`src/rtl/slg_pkg.sv`:
```
// Shared types and constants for the UTF-8 slug converter.
// Holds the result bundle types and the table for letters after lead byte 0xC3.
`default_nettype none
package slg_pkg;

  localparam logic [7:0] LEAD_C3 = 8'hC3;
  localparam logic [7:0] LEAD_C5 = 8'hC5;
  localparam logic [7:0] LEAD_E2 = 8'hE2;
  localparam logic [6:0] CH_DASH = 7'h2D;

  // Special codes returned by the 0xC3 table besides plain letters.
  localparam logic [6:0] CODE_NONE = 7'd0;
  localparam logic [6:0] CODE_SS   = 7'd1;
  localparam logic [6:0] CODE_AE   = 7'd2;

  typedef enum logic [2:0] {
    PFX_NONE   = 3'd0,
    PFX_C3     = 3'd1,
    PFX_C5     = 3'd2,
    PFX_E2     = 3'd3,
    PFX_E2_80  = 3'd4
  } prefix_t;

  typedef struct packed {
    logic [6:0] ch;
    logic       has;
    logic       fin;
  } entry_t;

  typedef struct packed {
    entry_t [3:0] ent;
    logic   [2:0] cnt;
  } bundle_t;

  // Base letter of the two-byte character 0xC3, 0x80 + idx.
  function automatic logic [6:0] c3_base(input logic [5:0] idx);
    logic [6:0] r;
    r = CODE_NONE;
    case (idx)
      6'd0, 6'd2, 6'd32, 6'd33, 6'd34, 6'd36:         r = 7'h61; // a
      6'd7, 6'd39:                                    r = 7'h63; // c
      6'd8, 6'd9, 6'd10, 6'd40, 6'd41, 6'd42, 6'd43:  r = 7'h65; // e
      6'd14, 6'd45, 6'd46, 6'd47:                     r = 7'h69; // i
      6'd49:                                          r = 7'h6E; // n
      6'd20, 6'd51, 6'd52, 6'd54:                     r = 7'h6F; // o
      6'd25, 6'd27, 6'd58, 6'd59, 6'd60:              r = 7'h75; // u
      6'd31:                                          r = CODE_SS;
      6'd38:                                          r = CODE_AE;
      default:                                        r = CODE_NONE;
    endcase
    return r;
  endfunction

endpackage
`default_nettype wire

```
`src/rtl/slg_decode.sv`:
```
// Byte decoder of the slug converter: prefix, held-dash and non-empty state.
// Builds the result bundle of one accepted byte. Depends on slg_pkg.
`default_nettype none
module slg_decode (
  input  wire logic            clk,
  input  wire logic            rst,
  input  wire logic            accept,
  input  wire logic            merge_tokens,
  input  wire logic [7:0]      in_byte,
  input  wire logic            text_last,
  output slg_pkg::bundle_t     bundle
);
  import slg_pkg::*;

  prefix_t prefix_state, prefix_state_next;
  logic    held_dash, held_dash_next;
  logic    emitted_any, emitted_any_next;

  always_comb begin
    logic       do_fresh;
    logic       put_dash;
    logic       sep_hold;
    logic [1:0] n;
    logic [6:0] l0, l1, m;
    logic       flush;
    logic [2:0] pos;

    do_fresh = 1'b1;
    put_dash = 1'b0;
    sep_hold = 1'b0;
    n = 2'd0;
    l0 = 7'd0;
    l1 = 7'd0;
    prefix_state_next = PFX_NONE;
    m = c3_base(in_byte[5:0]);

    case (prefix_state)
      PFX_C3: begin
        if (in_byte[7:6] == 2'b10 && m != CODE_NONE) begin
          do_fresh = 1'b0;
          if (m == CODE_SS) begin
            n = 2'd2; l0 = 7'h73; l1 = 7'h73;
          end else if (m == CODE_AE) begin
            n = 2'd2; l0 = 7'h61; l1 = 7'h65;
          end else begin
            n = 2'd1; l0 = m;
          end
        end
      end
      PFX_C5: begin
        if (in_byte == 8'h93) begin
          do_fresh = 1'b0;
          n = 2'd2; l0 = 7'h6F; l1 = 7'h65;
        end
      end
      PFX_E2: begin
        if (in_byte == 8'h80) begin
          do_fresh = 1'b0;
          prefix_state_next = PFX_E2_80;
        end
      end
      PFX_E2_80: begin
        if (in_byte == 8'h99 || in_byte == 8'h93) begin
          do_fresh = 1'b0;
          put_dash = 1'b1;
        end
      end
      default: ;
    endcase

    if (do_fresh) begin
      if ((in_byte >= 8'h61 && in_byte <= 8'h7A) || (in_byte >= 8'h30 && in_byte <= 8'h39)) begin
        n = 2'd1; l0 = in_byte[6:0];
      end else if (in_byte >= 8'h41 && in_byte <= 8'h5A) begin
        n = 2'd1; l0 = in_byte[6:0] | 7'h20;
      end else if (!merge_tokens && (in_byte == 8'h2D || in_byte == 8'h20 ||
                                     in_byte == 8'h27 || in_byte == 8'h2E)) begin
        sep_hold = emitted_any && !held_dash;
      end else if (in_byte == LEAD_C3) begin
        prefix_state_next = PFX_C3;
      end else if (in_byte == LEAD_C5) begin
        prefix_state_next = PFX_C5;
      end else if (in_byte == LEAD_E2) begin
        prefix_state_next = PFX_E2;
      end
    end

    flush = held_dash && (n != 2'd0 || put_dash);
    if (put_dash || sep_hold) held_dash_next = 1'b1;
    else if (n != 2'd0)       held_dash_next = 1'b0;
    else                      held_dash_next = held_dash;
    emitted_any_next = emitted_any || n != 2'd0 || put_dash;

    // Pack held dash, letters and the closing result in order.
    bundle = '0;
    pos = 3'd0;
    if (flush) begin
      bundle.ent[pos[1:0]] = '{ch: CH_DASH, has: 1'b1, fin: 1'b0};
      pos = pos + 3'd1;
    end
    if (n != 2'd0) begin
      bundle.ent[pos[1:0]] = '{ch: l0, has: 1'b1, fin: 1'b0};
      pos = pos + 3'd1;
    end
    if (n == 2'd2) begin
      bundle.ent[pos[1:0]] = '{ch: l1, has: 1'b1, fin: 1'b0};
      pos = pos + 3'd1;
    end
    if (text_last) begin
      bundle.ent[pos[1:0]] = '{ch: 7'd0, has: 1'b0, fin: 1'b1};
      pos = pos + 3'd1;
      held_dash_next = 1'b0;
      emitted_any_next = 1'b0;
      prefix_state_next = PFX_NONE;
    end
    bundle.cnt = pos;
  end

  always_ff @(posedge clk) begin
    if (rst) begin
      prefix_state <= PFX_NONE;
      held_dash    <= 1'b0;
      emitted_any  <= 1'b0;
    end else if (accept) begin
      prefix_state <= prefix_state_next;
      held_dash    <= held_dash_next;
      emitted_any  <= emitted_any_next;
    end
  end

endmodule
`default_nettype wire

```
`src/rtl/slg_emit.sv`:
```
// Result register of the slug converter: holds one byte's bundle and sends
// its results one per cycle while out_stall is low. Depends on slg_pkg.
`default_nettype none
module slg_emit (
  input  wire logic             clk,
  input  wire logic             rst,
  input  wire logic             load,
  input  wire slg_pkg::bundle_t bundle,
  output logic                  can_load,
  output logic                  out_valid,
  input  wire logic             out_stall,
  output logic [6:0]            out_char,
  output logic                  has_char,
  output logic                  run_last,
  output logic                  text_end
);
  import slg_pkg::*;

  entry_t [3:0] ents;
  logic   [2:0] cnt;
  logic   [1:0] idx;
  logic         busy;
  logic         take;
  logic         at_end;

  assign at_end    = ({1'b0, idx} + 3'd1) == cnt;
  assign take      = busy && !out_stall;
  assign can_load  = !busy || (take && at_end);
  assign out_valid = busy;
  assign out_char  = ents[idx].ch;
  assign has_char  = ents[idx].has;
  assign text_end  = ents[idx].fin;
  assign run_last  = at_end;

  always_ff @(posedge clk) begin
    if (rst) begin
      busy <= 1'b0;
      idx  <= 2'd0;
      cnt  <= 3'd0;
    end else if (load && bundle.cnt != 3'd0) begin
      busy <= 1'b1;
      idx  <= 2'd0;
      cnt  <= bundle.cnt;
    end else if (take && at_end) begin
      busy <= 1'b0;
    end else if (take) begin
      idx <= idx + 2'd1;
    end
  end

  always_ff @(posedge clk) begin
    if (load && bundle.cnt != 3'd0) begin
      ents <= bundle.ent;
    end
  end

  a_cnt_nonzero: assert property (@(posedge clk) disable iff (rst)
    busy |-> cnt != 3'd0)
    else $error("busy with an empty bundle");

  a_idx_in_range: assert property (@(posedge clk) disable iff (rst)
    busy |-> {1'b0, idx} < cnt)
    else $error("result index past bundle count");

  a_end_is_last: assert property (@(posedge clk) disable iff (rst)
    (busy && text_end) |-> run_last)
    else $error("closing result not last of its byte");

  a_advance: assert property (@(posedge clk) disable iff (rst)
    (take && !at_end && !load) |=> (busy && idx == $past(idx) + 2'd1))
    else $error("index did not advance after transaction");

endmodule
`default_nettype wire

```
`src/rtl/utf8_text_slugifier.sv`:
```
// Top level of the UTF-8 to URL slug converter.
// Latency: first result of a byte appears the cycle after the byte is taken.
// Throughput: one byte per cycle while out_stall is low; a byte with k > 1 results stalls
// the input until its last result is taken, as the result register sends one result per cycle.
// Reset: synchronous rst clears prefix, held dash, non-empty flag, merge_tokens.
// Depends on slg_pkg, slg_decode and slg_emit.
`default_nettype none
module utf8_text_slugifier (
  input  wire logic       clk,
  input  wire logic       rst,
  input  wire logic       cfg_valid,
  output logic            cfg_ready,
  input  wire logic       cfg_data,
  input  wire logic       in_valid,
  output logic            in_stall,
  input  wire logic [7:0] in_byte,
  input  wire logic       text_last,
  output logic            out_valid,
  input  wire logic       out_stall,
  output logic [6:0]      out_char,
  output logic            has_char,
  output logic            run_last,
  output logic            text_end
);
  import slg_pkg::*;

  logic    merge_tokens;
  logic    can_load;
  logic    accept;
  bundle_t bundle;

  assign cfg_ready = 1'b1;
  assign in_stall  = !can_load;
  assign accept    = in_valid && can_load;

  always_ff @(posedge clk) begin
    if (rst) begin
      merge_tokens <= 1'b0;
    end else if (cfg_valid && cfg_ready) begin
      merge_tokens <= cfg_data;
    end
  end

  slg_decode u_decode (
    .clk          (clk),
    .rst          (rst),
    .accept       (accept),
    .merge_tokens (merge_tokens),
    .in_byte      (in_byte),
    .text_last    (text_last),
    .bundle       (bundle)
  );

  slg_emit u_emit (
    .clk       (clk),
    .rst       (rst),
    .load      (accept),
    .bundle    (bundle),
    .can_load  (can_load),
    .out_valid (out_valid),
    .out_stall (out_stall),
    .out_char  (out_char),
    .has_char  (has_char),
    .run_last  (run_last),
    .text_end  (text_end)
  );

endmodule
`default_nettype wire

```
`config.mk`:
```
export PLATFORM = sky130hd
export DESIGN_NAME = utf8_text_slugifier
export DESIGN_NICKNAME = d
export VERILOG_FILES = /design/src/rtl/slg_pkg.sv /design/src/rtl/slg_decode.sv /design/src/rtl/slg_emit.sv /design/src/rtl/utf8_text_slugifier.sv
export SDC_FILE = /design/constraint.sdc
export NUM_CORES = 1
export LEC_CHECK = 0
export ABC_AREA = 1
export BUFFER_PORTS_ARGS = -buffer_cell sky130_fd_sc_hd__buf_4
export CORE_UTILIZATION = 50
export DETAILED_ROUTE_END_ITERATION = 12
export PLACE_DENSITY = 0.69
export SYNTH_ARGS = -nofsm -noshare
export SYNTH_HDL_FRONTEND = slang
export SYNTH_SLANG_ARGS = --single-unit
```
`constraint.sdc`:
```
create_clock -name clk -period 10.1 [get_ports clk]
set_clock_uncertainty 0.05 [all_clocks]
set_input_delay 1.515 -clock clk [delete_from_list [all_inputs] [get_ports clk]]
set_output_delay 1.515 -clock clk [all_outputs]
set_load 0.05 [all_outputs]
```
# --- Yosys cells after proc, flatten, opt, wreduce, memory -nomap -nowiden ---
# Memory sizes are Yosys's and may differ from the RTL's.
# Index checks and enable logic that the tools add are counted.
op_classes:
  n_reduce_logical: 37
  n_lt_le_gt_ge: 13
  bitwise: 4
  n_mux: 66
  n_eq_ne: 19
  addsub: 5
op_table:
  columns: ["cell", "n"]
  rows:
  - ["$mux 36", 3]
  - ["$mux 7", 11]
  - ["$bwmux 36", 2]
  - ["$demux 9 s2", 3]
  - ["$eq 8x8->1 const B", 6]
  - ["$mux 3", 13]
  - ["$mux 9", 4]
  - ["$and 32x32->32", 1]
  - ["$eq 8x6->1 const B", 4]
  - ["$not 32->32", 1]
  - ["$pmux 7 s2", 2]
  - ["$bmux 9 s2", 1]
  - ["$mux 1", 17]
  - ["$ge 8x7->1 const B", 2]
  - ["$le 8x7->1 const B", 2]
  - ["$logic_and 1x1->1", 14]
  - ["$mux 2", 7]
  - ["$logic_or 1x1->1", 10]
  - ["$lt 2x3->1 const B", 3]
  - ["$ge 8x6->1 const B", 1]
  - ["$le 8x6->1 const B", 1]
  - ["$mux 8", 1]
  - ["$eq 7x1->1 const B", 1]
  - ["$eq 7x2->1 const B", 1]
  - ["22 further kinds", 33]
totals:
  output_inout_bits: 13
  reg_bits: 48
  wordCells: 164
  mem_count: 1
  mem_bits_ro: 448
  in_bits: 15
memory_table:
  columns: ["name", "depth", "width", "read_ports", "rd_clocked_by_memory_dff", "write_ports", "line", "rtl"]
  rows:
  - ["(no name shown)", 64, 7, 1, 0, 0, "slg_pkg.sv:39", "case (idx)"]

# --- Logic depth before layout (Yosys ltp) ---
# An unclocked memory read counts as a cell.
logic_depth:
  depth_word: 24
  mapped_depth: 33
  mapped_depth_nobuf: 33

# --- By module ---
# A second synthesis with hierarchy kept.
unflattened:
  hier_cells: 467
  area_unflattened_um2: 3535.9
by_module_without_submodules:
  columns: ["mod", "area_per_inst_um2", "cells_each", "n_inst", "seq_area_each_um2"]
  rows:
  - ["slg_decode", 1786.7, 322, 1, 100.1]
  - ["slg_emit", 1681.6, 133, 1, 1201.2]
  - ["utf8_text_slugifier", 67.6, 12, 1, 20.0]

# --- Least setup slack after synthesis ---
# No wires, ideal clock.
synth_timing:
  kind: "input port to flip-flop"
  start: "in in_byte[2]"
  end: "reg u_emit.ents[0] (netlist bit), enable pin"
  arrival_ns: 5.321
  setup_ns: 0.383
  required_ns: 9.667
  stages: 32
  path_buffers: 1
  path_slack_ns: 4.346
  path_cell_list: "buf_4 > inv_2 > ha_1 > nor2_2 > nand2_2 > nand2_1 > nand2_1 > nand2_2 > nand3_1 > inv_1 > nand2_2 > nand2_4 > inv_2 > nand2_4 > nand2_4 > nor2_4 > nand2_4 > nand2_4 > ha_1 > inv_1 > nand3_1 > nand2_2 > inv_1 > ha_1 > inv_1 > ha_1 > or2_2 > nand2_1 > inv_1 > nand3_2 > nand2_2 > inv_1"
synth_between:
  elab_chain_cells: 21
  elab_cells_between_ends: 47
  cone_classes: "add/sub (3); order compare (6); eq/ne (6); mux (19); reduce/logical (12); memory (1)"
synth_rtl:
  columns: ["item", "line", "rtl"]
  rows:
  - ["start: declaration", "utf8_text_slugifier.sv:16", "input wire logic [7:0] in_byte,"]
  - ["$mem_v2 64x7", null, null]
  - ["$eq 7x2->1", "slg_decode.sv:43", "end else if (m == CODE_AE) begin"]
  - ["$mux 2", "slg_decode.sv:43", null]
  - ["$mux 2", "slg_decode.sv:41", "if (m == CODE_SS) begin"]
  - ["$mux 2", "slg_decode.sv:39", "if (in_byte[7:6] == 2'b10 && m != CODE_NONE) begin"]
  - ["$pmux 2 s2", "slg_decode.sv:37", "case (prefix_state)"]
  - ["$mux 2", "slg_decode.sv:74", "end else if (in_byte >= 8'h41 && in_byte <= 8'h5A) begin"]
  - ["$mux 2", "slg_decode.sv:72", "if ((in_byte >= 8'h61 && in_byte <= 8'h7A) || (in_byte >= 8'h30 && in_byte <= 8'h39)) begin"]
  - ["[... 5 more ...]", null, null]
  - ["$add 1x1->2", "slg_decode.sv:103", "pos = pos + 3'd1;"]
  - ["$mux 3", "slg_decode.sv:101", "if (n != 2'd0) begin"]
  - ["$add 3x1->3", "slg_decode.sv:107", "pos = pos + 3'd1;"]
  - ["$mux 3 (*)", "slg_decode.sv:105", "if (n == 2'd2) begin"]
  - ["$add 3x1->3", "slg_decode.sv:111", "pos = pos + 3'd1;"]
  - ["$mux 3 (*)", "slg_decode.sv:109", "if (text_last) begin"]
  - ["$reduce_bool 3->1 (*)", "slg_emit.sv:52", "if (load && bundle.cnt != 3'd0) begin"]
  - ["$logic_and 1x1->1 (*)", "slg_emit.sv:52", null]
  - ["end signal: assignment", "slg_emit.sv:53", "ents <= bundle.ent;"]
  - ["end: declaration", "slg_emit.sv:19", "entry_t [3:0] ents;"]
# Every way passes the cells marked *; elsewhere a longest branch is shown, timed or not.
# A chain may end at the register's enable or synchronous reset.

# --- Worst setup path in the final report ---
layout_timing:
  start: "in in_byte[0]"
  end: "reg u_emit.ents[14] (netlist bit), enable pin"
# Same word-level chain as after synthesis.

==> flow_summary.yaml <==
detailed_routing:
  vias: 2884
  firstDrtPassIters: 4
  avgViaCountPerCell: 5.23
  wl_per_cell_microns: 13.5
  drtIter0Drc: 177
  drc_errors: 0
  final_antenna_net_count: 0
  drt-total-wl_microns: 7460
sta:
  finalHoldViolations: 0
  setup-tns-final_ns: 0
  final_max_slew_viol_count: 0
  fmax_mhz: 161
  worst_pin_slew_ns: 1.02
  setup_viol: 0
  rsz0062_at_grt: "false"
  post-route-min-period_ns: 6.23
  slew_headroom: 0.320
  fin_crit_sh: 0.616
synth:
  synth.area.top_cells: "edfxtp_1, nand2_1, dfxtp_1"
  synth_edf_count: 28
  synth_most_common_cell: "nand2_1"
  yosys_warnings: 0
  ys_seq_elements: 40
  synthArstFlopShare: 0
  syn-num-nets: 483
  postSynthAreaPerCell_sq_um: 7.36
  synth_ff_type: "edfxtp_1"
  synth_area_sq_mm: 0.00333
  postSynthCellCount: 453
  yosysTopAreaCell: "edfxtp_1"
  synth_cell_types: 47
  netlist.area_leader.share: 0.252
  synth-seq-area-share: 0.324
  synth_commonest_cells: "nand2_1, inv_1, nor2_1"
worst_setup_path:
  cp_common_cell: "inv_1"
  critPathMaxFanout: 28
  cp.required_ns: 9.96
  startpoint_type: "primary input"
  r2r-end: "u_emit.ents[14]"
  critical_path_class: "in -> reg"
  cp-end-kind: "flip-flop"
  arrival_ns: 6.09
  critPathMaxStageDelay_ns: 0.76
  critical_path.slowest_cell: "inv_1"
  r2r_slack_ns: 5.33
  reg2reg_from: "u_decode.prefix_state[0]"
  rr_worst_depth: 23
floorplan:
  ios: 28
  die_w_microns: 83.6
  placementRows: 29
  start_util: 0.522
  dieArea_sq_mm: 0.00699
  fp.dieH_microns: 83.6
  core-area_sq_mm: 0.00639
clock_network:
  clockBufferDepth: 2
  root_buffer: "clkbuf_8"
  post_cts_buffers: 0
  cts_resized: 0
  cts_buffers: 5
  hold_buffers: 0
  path_clk_slew_ns: 0.08
  cts_tree: "built"
  clk-insertion-delay-late_ns: 0.29
  htree_levels: 2
  clkSinkCount: 40
global_route:
  grt_pass1_wl_microns: 13000
  grt_use_total: 0.225
  grt-ovfl-total: 0
  grt_pass1_vias: 2731
  grt_antenna_before_repair: 0
  grt_start_max_net_pins: 29
placement:
  dp.final_hpwl_microns: 6010
  dpl.cell_count: 543
  port-buffer-count: 26
  finalWeightedCongestion: 0.930
hold_path:
  min_to: "u_emit.cnt[1]"
  hold-path-cell-count: 2
  hp-start: "u_emit.cnt[1]"
  hold_path.class: "reg -> reg"
layout:
  drive_gt1_frac: 0.207
  antennaDiodeCount: 0
  seq_area_sq_mm: 0.00108
  nNetsFinal: 503
  syn_to_final_growth_pct: 8.52
  finalNonFillerCells: 551
  fillCellCount: 617
  finish.utilization: 0.566
  multi_input_area_sq_mm: 0.00190
power_and_ir_drop:
  totalPowerFinal_w: 0.000443
  leakagePower_nw: 1.69
  ir_drop_mv: 0.0976
  power.density_mw_per_mm2: 123
run:
  drv_cap: 0
run_status:
  status: "finished, final reports clean"
## worst max path at each step
stage	end	slack [ns]	cells after the start	start
floorplan	u_emit.ents[0]	4.35	32	in_byte[2]
global placement	u_emit.ents[14]	3.75	33	in_byte[0]
detailed placement	u_emit.ents[14]	3.57	33	in_byte[0]
CTS	u_emit.ents[14]	3.86	33	in_byte[0]
global route	u_emit.ents[7]	3.36	32	in_byte[0]
finish	u_emit.ents[14]	3.87	33	in_byte[0]
## report_power, final
part | leakage [nW] | switching [W] | total (W) | internal (W)
Combinational | 1.27 | 0.000102 | 0.000144 | 0.0000420
Sequential | 0.373 | 0.00000503 | 0.000196 | 0.000191
Clock | 0.0479 | 0.0000552 | 0.000103 | 0.0000481
## per-stage QoR
stage                     instance area, sq um  hold slack, ns  setup WS [ns]
after floorplan                           3330           0.387           4.35
after global placement                    3530           0.409           3.75
after detailed placement                  3530           0.422           3.57
after CTS                                 3620           0.433           3.86
after global routing                      3620           0.459           3.36
final                                     3620           0.438           3.87
## worst max-delay path: cells and delay by family
kind,cells,cell delay (ns)
fa+ha+maj,4,0.96
buf+inv,10,1.59
simple gates,19,1.98
## registers in the layout (all words and copies together), names as in the netlist
| signal | flops |
|---|---|
| u_emit.ents | 28 |
| u_decode.prefix_state | 3 |
| u_emit.cnt | 3 |
| u_emit.idx | 2 |
| merge_tokens | 1 |
| u_decode.emitted_any | 1 |
| u_decode.held_dash | 1 |
| u_emit.out_valid | 1 |
## placed cells by master, fill, tap and decap left out, types with 4 or more instances in the layout
cell type  synthesis  layout
inv_1             57      57
clkbuf_8           0       5
nor2_1            52      52
nand3_1           32      32
dfxtp_1           12      12
nand2_2           19      19
o22ai_1            4       4
nor3_1            11      11
nand2_1           87      87
buf_4              4      26
inv_2              5       5
nand3_2            8       8
edfxtp_1          28      28
nor2_2             8       8
ha_1              15      15
o21ai_0           32      32
a21oi_1           22      22
nand4_1            6       6
nand2_4            8       8
nor2_4             5       5
## layout make-up
cell class | instances | area share
Tap cell | 77 | 0.0266
Clock inverter | 3 | 0.00519
Timing Repair Buffer | 26 | 0.0540
Multi-Input combinational cell | 334 | 0.524
Inverter | 66 | 0.0720
Clock buffer | 5 | 0.0190
Sequential cell | 40 | 0.299
## layer usage
layer,track usage,up-vias,part of all wire
met5,0,-,0
met4,0.0647,0,0.016
met3,0.0247,11,0.027
met2,0.386,49,0.48
met1,0.300,1302,0.47
li1,-,1522,-
## kinds of logic after synthesis
family | count (synthesis) | share of synthesized area
simple gates | 245 | 0.380
buf+inv | 79 | 0.107
compound gates | 69 | 0.121
flops | 40 | 0.324
fa+ha+maj | 15 | 0.0563
xor+xnor | 4 | 0.0105
other cells | 1 | 0.00113
(Power assumes the default switching activity.)
